$ cat config.mk
export PLATFORM = sky130hd
export DESIGN_NAME = sequence_window_buffer
export DESIGN_NICKNAME = d
export VERILOG_FILES = /design/src/hw/rtl/swb_pkg.sv /design/src/hw/rtl/swb_ram.sv /design/src/hw/rtl/sequence_window_buffer.sv
export SDC_FILE = /design/constraint.sdc
export NUM_CORES = 2
export LEC_CHECK = 0
export BUFFER_PORTS_ARGS = -buffer_cell sky130_fd_sc_hd__buf_2
export CORE_MARGIN = 10
export CORE_UTILIZATION = 45
export DETAILED_ROUTE_END_ITERATION = 8
export GPL_ROUTABILITY_DRIVEN = 0
export PLACE_DENSITY_LB_ADDON = 0.1
export SYNTH_ARGS = -nofsm -noshare
export SYNTH_HDL_FRONTEND = slang
export SYNTH_HIERARCHICAL = 1
export SYNTH_SLANG_ARGS = --single-unit
$ cat constraint.sdc
create_clock -name clk_i -period 6.85 [get_ports clk_i]
set_input_delay 1.0275 -clock clk_i [delete_from_list [all_inputs] [get_ports clk_i]]
set_output_delay 1.0275 -clock clk_i [all_outputs]
set_load 0.02 [all_outputs]
$ cat src/hw/rtl/swb_pkg.sv
// swb_pkg: item kinds, status codes and fixed field widths of the sequence window buffer
// no dependencies; imported by sequence_window_buffer
`timescale 1ns / 1ps

package swb_pkg;

  // fixed field widths of the stream items
  localparam int unsigned StepW  = 32;
  localparam int unsigned StampW = 32;
  localparam int unsigned SlotOutW  = 6;
  localparam int unsigned CountOutW = 7;
  localparam int unsigned StatusW   = 3;
  localparam int unsigned KindW     = 2;

  // stream payload widths
  localparam int unsigned InDataW  = 64;
  localparam int unsigned OutDataW = 112;

  // configuration port
  localparam int unsigned ApbAddrW = 3;
  localparam int unsigned ApbDataW = 32;
  localparam logic [ApbAddrW-1:0] AddrStartStep = 3'd0;

  typedef enum logic [KindW-1:0] {
    KIND_ADD     = 2'd0,
    KIND_DISCARD = 2'd1,
    KIND_LOOKUP  = 2'd2
  } kind_e;

  typedef enum logic [StatusW-1:0] {
    ST_OK     = 3'd0,
    ST_FULL   = 3'd1,
    ST_EMPTY  = 3'd2,
    ST_FUTURE = 3'd3,
    ST_OLD    = 3'd4
  } status_e;

endpackage

$ cat src/hw/rtl/swb_ram.sv
// swb_ram: generic single-write, single-read memory with registered read data
// no dependencies; used for the timestamp store of sequence_window_buffer
`timescale 1ns / 1ps

module swb_ram #(
  parameter int unsigned Width = 32,
  parameter int unsigned Depth = 64
) (
  input  logic                     clk_i,
  input  logic                     we_i,
  input  logic [$clog2(Depth)-1:0] waddr_i,
  input  logic [Width-1:0]         wdata_i,
  input  logic                     re_i,
  input  logic [$clog2(Depth)-1:0] raddr_i,
  output logic [Width-1:0]         rdata_o
);

  logic [Width-1:0] mem_q [Depth];
  logic [Width-1:0] rdata_q;

  always_ff @(posedge clk_i) begin
    if (we_i) begin
      mem_q[waddr_i] <= wdata_i;
    end
    if (re_i) begin
      rdata_q <= mem_q[raddr_i];
    end
  end

  assign rdata_o = rdata_q;

endmodule

$ cat src/hw/rtl/sequence_window_buffer.sv
// sequence_window_buffer: ring window of timestamped step entries keyed by step number
// depends on swb_pkg and swb_ram
`timescale 1ns / 1ps
// result: valid in the cycle after its item is accepted (stamp memory read port)
// throughput: one item per cycle; an item is taken whenever the output register is
//   empty or is being emptied in the same cycle
// reset: pointers and count clear, start step and both step counters go to 0;
//   the stamp memory is not cleared and holds nothing readable until written by an add

module sequence_window_buffer
  import swb_pkg::*;
#(
  parameter int unsigned WINDOW = 64
) (
  input  logic                 clk_i,
  input  logic                 rst_ni,
  // item input
  input  logic                 s_axis_tvalid,
  output logic                 s_axis_tready,
  input  logic [InDataW-1:0]   s_axis_tdata,   // query_step[31:0], stamp[63:32]
  input  logic [KindW-1:0]     s_axis_tuser,   // kind[1:0]
  // result output
  output logic                 m_axis_tvalid,
  input  logic                 m_axis_tready,
  // slot_index[5:0], found_stamp[37:6], assigned_step[69:38], in_window[70],
  // newest_step[102:71], entry_count[109:103], zero pad[111:110]
  output logic [OutDataW-1:0]  m_axis_tdata,
  output logic [StatusW-1:0]   m_axis_tuser,   // status[2:0]
  // configuration
  input  logic                 psel,
  input  logic                 penable,
  input  logic                 pwrite,
  input  logic [ApbAddrW-1:0]  paddr,
  input  logic [ApbDataW-1:0]  pwdata,
  output logic [ApbDataW-1:0]  prdata,
  output logic                 pready
);

  localparam int unsigned SlotW = $clog2(WINDOW);
  localparam int unsigned CntW  = $clog2(WINDOW + 1);
  localparam logic [SlotW:0]   WinExt  = (SlotW + 1)'(WINDOW);
  localparam logic [SlotW:0]   WinLast = (SlotW + 1)'(WINDOW - 1);
  localparam logic [CntW-1:0]  WinCnt  = CntW'(WINDOW);

  // configuration register
  logic [StepW-1:0] start_step_q;
  logic             cfg_we;

  // window state
  logic [SlotW-1:0] head_q, head_d;
  logic [SlotW-1:0] tail_q, tail_d;
  logic [CntW-1:0]  held_q, held_d;
  logic [StepW-1:0] oldest_q, oldest_d;
  logic [StepW-1:0] next_step_q, next_step_d;

  // output register
  logic                 out_valid_q;
  status_e              status_q, status_d;
  logic [SlotOutW-1:0]  slot_q, slot_d;
  logic                 hit_q, hit_d;
  logic [StepW-1:0]     assigned_q, assigned_d;
  logic                 inwin_q, inwin_d;
  logic [StepW-1:0]     newest_q, newest_d;
  logic [CountOutW-1:0] count_q, count_d;

  // item fields and working values
  logic              accept;
  logic [StepW-1:0]  query_step;
  logic [StampW-1:0] stamp;
  logic [StepW-1:0]  back;
  logic [StepW-1:0]  drop_raw;
  logic [CntW-1:0]   drop;
  logic [SlotW:0]    tail_sum;
  logic [SlotW:0]    look_sum;
  logic [SlotW-1:0]  look_slot;
  logic [SlotW+SlotOutW-1:0] slot_wide;
  logic [CntW+CountOutW-1:0] count_wide;
  logic              mem_we;
  logic              mem_re;
  logic [StampW-1:0] mem_rdata;
  logic [StampW-1:0] found_stamp;

  assign query_step = s_axis_tdata[StepW-1:0];
  assign stamp      = s_axis_tdata[InDataW-1:StepW];

  // output register parts the two sides; a new item enters as the old result leaves
  assign s_axis_tready = !out_valid_q || m_axis_tready;
  assign accept        = s_axis_tvalid && s_axis_tready;

  // apb: always ready, one register
  assign pready = 1'b1;
  assign cfg_we = psel && penable && pwrite && (paddr == AddrStartStep);
  assign prdata = (paddr == AddrStartStep) ? start_step_q : '0;

  always_comb begin
    // distance back from the newest step, and ring arithmetic for discard and lookup
    back      = (next_step_q - StepW'(1)) - query_step;
    drop_raw  = query_step - oldest_q;
    drop      = (drop_raw > StepW'(held_q)) ? held_q : drop_raw[CntW-1:0];
    tail_sum  = {1'b0, tail_q} + (SlotW + 1)'(drop);
    // back is below held count here, so the wrapped sum needs one correction at most
    look_sum  = {1'b0, head_q} + WinLast - {1'b0, back[SlotW-1:0]};
    look_slot = (look_sum >= WinExt) ? SlotW'(look_sum - WinExt) : look_sum[SlotW-1:0];

    head_d      = head_q;
    tail_d      = tail_q;
    held_d      = held_q;
    oldest_d    = oldest_q;
    next_step_d = next_step_q;
    status_d    = ST_OK;
    hit_d       = 1'b0;
    assigned_d  = '0;
    slot_wide   = '0;
    mem_we      = 1'b0;
    mem_re      = 1'b0;

    if (accept) begin
      case (s_axis_tuser)
        KIND_ADD: begin
          if (held_q >= WinCnt) begin
            status_d = ST_FULL;
          end else begin
            mem_we      = 1'b1;
            assigned_d  = next_step_q;
            head_d      = ({1'b0, head_q} == WinLast) ? '0 : head_q + SlotW'(1);
            held_d      = held_q + CntW'(1);
            next_step_d = next_step_q + StepW'(1);
          end
        end
        KIND_DISCARD: begin
          // ignored on an empty window or an old step
          if (held_q != '0 && query_step >= oldest_q) begin
            if (query_step >= next_step_q) begin
              held_d   = '0;
              oldest_d = next_step_q;
              tail_d   = head_q;
            end else begin
              tail_d   = (tail_sum >= WinExt) ? SlotW'(tail_sum - WinExt)
                                              : tail_sum[SlotW-1:0];
              oldest_d = query_step;
              held_d   = held_q - drop;
            end
          end
        end
        KIND_LOOKUP: begin
          if (held_q == '0) begin
            status_d = ST_EMPTY;
          end else if (back[StepW-1]) begin
            status_d = ST_FUTURE;
          end else if (back >= StepW'(held_q)) begin
            status_d = ST_OLD;
          end else begin
            mem_re    = 1'b1;
            hit_d     = 1'b1;
            slot_wide = (SlotW + SlotOutW)'(look_slot);
          end
        end
        default: begin
          // unused kind code: no state change, status ok
        end
      endcase
    end

    slot_d     = slot_wide[SlotOutW-1:0];
    inwin_d    = (query_step >= oldest_d) && (query_step < next_step_d);
    newest_d   = (held_d == '0) ? '1 : next_step_d - StepW'(1);
    count_wide = (CntW + CountOutW)'(held_d);
    count_d    = count_wide[CountOutW-1:0];
  end

  always_ff @(posedge clk_i or negedge rst_ni) begin
    if (!rst_ni) begin
      start_step_q <= '0;
      head_q       <= '0;
      tail_q       <= '0;
      held_q       <= '0;
      oldest_q     <= '0;
      next_step_q  <= '0;
      out_valid_q  <= 1'b0;
    end else begin
      // a start step write re-opens an empty window at that step
      if (cfg_we) begin
        start_step_q <= pwdata;
        head_q       <= '0;
        tail_q       <= '0;
        held_q       <= '0;
        oldest_q     <= pwdata;
        next_step_q  <= pwdata;
      end else begin
        head_q      <= head_d;
        tail_q      <= tail_d;
        held_q      <= held_d;
        oldest_q    <= oldest_d;
        next_step_q <= next_step_d;
      end
      if (accept) begin
        out_valid_q <= 1'b1;
      end else if (m_axis_tready) begin
        out_valid_q <= 1'b0;
      end
    end
  end

  // result payload, loaded when an item is taken
  always_ff @(posedge clk_i) begin
    if (accept) begin
      status_q   <= status_d;
      slot_q     <= slot_d;
      hit_q      <= hit_d;
      assigned_q <= assigned_d;
      inwin_q    <= inwin_d;
      newest_q   <= newest_d;
      count_q    <= count_d;
    end
  end

  // stamp store; read data holds until the next lookup hit is taken
  swb_ram #(
    .Width(StampW),
    .Depth(WINDOW)
  ) u_stamp_ram (
    .clk_i  (clk_i),
    .we_i   (mem_we),
    .waddr_i(head_q),
    .wdata_i(stamp),
    .re_i   (mem_re),
    .raddr_i(look_slot),
    .rdata_o(mem_rdata)
  );

  assign found_stamp   = hit_q ? mem_rdata : '0;
  assign m_axis_tvalid = out_valid_q;
  assign m_axis_tuser  = status_q;
  assign m_axis_tdata  = {2'b00, count_q, newest_q, inwin_q, assigned_q, found_stamp, slot_q};

`ifndef SYNTHESIS
  a_count_bound: assert property (@(posedge clk_i) disable iff (!rst_ni)
    held_q <= WinCnt)
    else $error("held count exceeds window size");

  a_step_span: assert property (@(posedge clk_i) disable iff (!rst_ni)
    (next_step_q - oldest_q) == StepW'(held_q))
    else $error("step span disagrees with held count");

  a_ring_pointers: assert property (@(posedge clk_i) disable iff (!rst_ni)
    (({1'b0, tail_q} + (SlotW + 1)'(held_q)) == {1'b0, head_q}) ||
    (({1'b0, tail_q} + (SlotW + 1)'(held_q)) == ({1'b0, head_q} + WinExt)))
    else $error("head and tail pointers disagree with held count");
`endif

endmodule
==> results.tsv <==
metric	value	unit
rows	168	
synth.cell_area	0.0952	mm2
yosys_warnings	6	
first_pass_iters	8	
first_iter_violations	5097	
crit_top_cell	sky130_fd_sc_hd__buf_4	
multi_input_logic_area	0.0263	mm2
achievable-frequency	156	MHz
hold_path.class	in2async	
r2r_start	oldest_q[0]	
dominant_combinational_cell_family_by_area_after_synthesis	multiplexers	
grt_overflow	0	
cp-startpoint	oldest_q[0]	
routed_via_count_divided_by_cell_count	5.89	
areaGrowthSynthToFinish	15.2	%
cts-htree-levels	4	
initial_utilization	45.3	%
leading_register_cell_type_out_of_synthesis	sky130_fd_sc_hd__edfxtp_1	
critPathRequiredTime	7.55	ns
status	completed	
final-seq-area	0.0677	mm2
post_synth_inst_count	5288	
core_area	0.210	mm2
root_buffer	sky130_fd_sc_hd__clkbuf_16	
tritoncts	built	
drive_gt1_share	26.2	%
floorplan.die_area	0.230	mm2
fin_setup_tns	0	ns
synth_area_in_adders	2.56	%
synth.ff_latch_count	2272	
cts.clk_slew.worst_paths	0.07	ns
post_synthesis_compound_gate_area_fraction	4.63	%
maximum_buffer_depth_of_the_clock_tree	3	
layout_min_cycle_time	6.40	ns
grtUsageTotal	22.9	%
critical_path.max_stage_delay	0.41	ns
placement.io_buffers	254	
dp_hpwl	172000	um
synth_area_leader_cell	sky130_fd_sc_hd__edfxtp_1	
worst_pin_slew	1.30	ns
total_leakage_power	37.2	nW
ios	258	
reg2reg_to	newest_q[26]	
cts_hold_buf	0	
die_height	480	um
grt_antenna_before_repair	9	
worst_slew_margin_rel	13.1	%
setup.worst_path.end	newest_q[26]	
netlist-cell-type-count	89	
synthMuxAreaShare	14.0	%
grt_max_degree	65	
timing.max_cap.violations	0	
p_per_area	561	mW/mm2
mean_area_per_synthesized_cell	18.0	um2
ant_nets	0	
synth-xor-area-share	0.957	%
fill_cells	16943	
crit_slowest_cell	sky130_fd_sc_hd__or3_1	
clock_sink_count	2272	
final_min_period_over_clock_period	93.4	%
final-max-slew-violation-count	0	
final_net_count	6153	
worst_skew_pair_latency	0.88	ns
drt_wl_total	268000	um
final-setup-viol-count	0	
cts-buffers-inserted	230	
synth_top_cells_by_area	sky130_fd_sc_hd__edfxtp_1, sky130_fd_sc_hd__mux4_2, sky130_fd_sc_hd__dfrtp_1	
final_hold_viol_count	0	
holdWs	0.280	ns
die_width	480	um
synth_simple_gate_area_share	4.78	%
vdd_drop_max	0.521	mV
grt_first_pass_wirelength	386000	um
synth-edff-count	2162	
ff2ff_path_depth	30	
worst-path-max-fanout	32	
final_design_area_no_fill	0.110	mm2
reg2reg_setup_slack	0.45	ns
design_power_total	61.5	mW
layout_common_cells	sky130_fd_sc_hd__edfxtp_1, sky130_fd_sc_hd__mux4_2, sky130_fd_sc_hd__buf_4	
drc	0	
yosysTopAreaCellShare	68.2	%
critical_path_arrival	7.10	ns
vias_in_the_first_global_route	53208	
worst_setup_path_start_kind	register	
seq_area_frac_synth	71.1	%
mostFrequentLayoutCell	sky130_fd_sc_hd__edfxtp_1	
wire_per_inst	30.2	um
final_critical_path_setup_slack	0.452	ns
pre_cts_ws	-0.441	ns
placed_cell_area	0.102	mm2
synth_async_sr_flop_share	4.84	%
via_count	52192	
clock_skew	0.0681	ns
worst-setup-path-type	reg2reg	
end_kind	register	
==> cell usage after synthesis, types with 6 or more instances <==
cell / instances
sky130_fd_sc_hd__nor4_1: 14
sky130_fd_sc_hd__or3_1: 10
sky130_fd_sc_hd__xnor2_1: 80
sky130_fd_sc_hd__o31ai_1: 7
sky130_fd_sc_hd__o21bai_1: 13
sky130_fd_sc_hd__nor3_1: 45
sky130_fd_sc_hd__nor2_1: 271
sky130_fd_sc_hd__a211oi_1: 15
sky130_fd_sc_hd__buf_2: 72
sky130_fd_sc_hd__buf_4: 29
sky130_fd_sc_hd__nor2b_1: 31
sky130_fd_sc_hd__a21oi_1: 198
sky130_fd_sc_hd__edfxtp_1: 2162
sky130_fd_sc_hd__and2_1: 87
sky130_fd_sc_hd__buf_1: 24
sky130_fd_sc_hd__ha_1: 188
sky130_fd_sc_hd__a311oi_1: 13
sky130_fd_sc_hd__o21ai_0: 130
sky130_fd_sc_hd__inv_1: 146
sky130_fd_sc_hd__a221o_1: 6
sky130_fd_sc_hd__nand3_1: 49
sky130_fd_sc_hd__o32ai_1: 6
sky130_fd_sc_hd__clkbuf_1: 146
sky130_fd_sc_hd__a2111oi_0: 6
sky130_fd_sc_hd__and3_1: 20
sky130_fd_sc_hd__nand2_1: 288
sky130_fd_sc_hd__o211ai_1: 36
sky130_fd_sc_hd__xor2_1: 24
sky130_fd_sc_hd__nand2b_1: 28
sky130_fd_sc_hd__a31oi_1: 12
sky130_fd_sc_hd__buf_6: 6
sky130_fd_sc_hd__mux2i_1: 107
sky130_fd_sc_hd__nand4_1: 49
sky130_fd_sc_hd__a22oi_1: 13
sky130_fd_sc_hd__a21o_1: 55
sky130_fd_sc_hd__o21a_1: 17
sky130_fd_sc_hd__dfrtp_1: 110
sky130_fd_sc_hd__o221ai_1: 33
sky130_fd_sc_hd__o22ai_1: 93
sky130_fd_sc_hd__nand3b_1: 8
sky130_fd_sc_hd__mux4_2: 544
==> per-layer routing <==
layer	GRT usage, %	share of wire [%]
met1	31.5	42
met2	38.2	50
met3	3.10	5.4
met4	6.71	2.9
met5	0	0.0045
==> final cells by class <==
type                            count  area share (%)
Antenna cell                        8          0.0183
Clock buffer                      296            5.51
Clock inverter                    128            1.13
Inverter                          149           0.525
Multi-Input combinational cell   2589            24.0
Sequential cell                  2272            61.7
Tap cell                         2805            3.20
Timing Repair Buffer              611            3.92
==> critical path: cells and delay by family, from the launching register on <==
| kind | cells | cell delay (ns) |
|---|---|---|
| flops | 1 | 0.40 |
| compound gates | 9 | 1.62 |
| xor+xnor | 1 | 0.16 |
| mux | 1 | 0.26 |
| buf+inv | 6 | 0.86 |
| simple gates | 9 | 1.64 |
| fa+ha+maj | 4 | 1.24 |
==> per-stage QoR <==
step,cells,utilization (%)
2_1_floorplan,5289,-
3_3_place_gp,8425,48.7
3_5_place_dp,8425,48.7
4_1_cts,8849,52.2
5_1_grt,8853,52.2
6_report,8858,52.2
==> sequential cells by signal (all words and copies together) (netlist names) <==
| signal | flops |
|---|---|
| oldest_q | 32 |
| head_q | 6 |
| slot_q | 6 |
| inwin_q | 1 |
| m_axis_tuser | 3 |
| start_step_q | 32 |
| u_stamp_ram/mem_q | 2048 |
| m_axis_tvalid | 1 |
| count_q | 7 |
| newest_q | 32 |
| hit_q | 1 |
| u_stamp_ram/rdata_o | 32 |
| next_step_q | 32 |
| assigned_q | 32 |
| held_q | 7 |
==> cells by family (layout without fill, tap and decap cells) <==
logic type / count (synthesis) / in the layout
other: 2 / 11
adder cells (fa/ha/maj): 192 / 192
flip-flops: 2272 / 2272
AO/OA/AOI/OAI: 694 / 694
multiplexers: 654 / 654
buffers and inverters: 428 / 1184
XOR/XNOR: 104 / 104
AND/OR/NAND/NOR: 942 / 942
==> how the worst min path moves through the flow <==
stage	start	end	slack (ns)	depth (start not counted)
after CTS	rst_ni	held_q[0]	0.27	1
after global placement	start_step_q[18]	start_step_q[18]	0.45	2
after floorplan	start_step_q[0]	start_step_q[0]	0.44	2
after detailed placement	start_step_q[17]	start_step_q[17]	0.46	2
after global routing	rst_ni	held_q[0]	0.30	1
final	rst_ni	held_q[5]	0.28	1
==> where the power goes <==
group	internal (mW)	switching (mW)
Combinational	14.3	18.9
Clock	6.78	5.36
Sequential	15.8	0.290
Total	36.9	24.6
==> what timing repair did <==
action,CTS,global route
resized for setup,0,4
setup buffers,0,1
setup endpoints to repair,0,32
(Power assumes the default switching activity.)
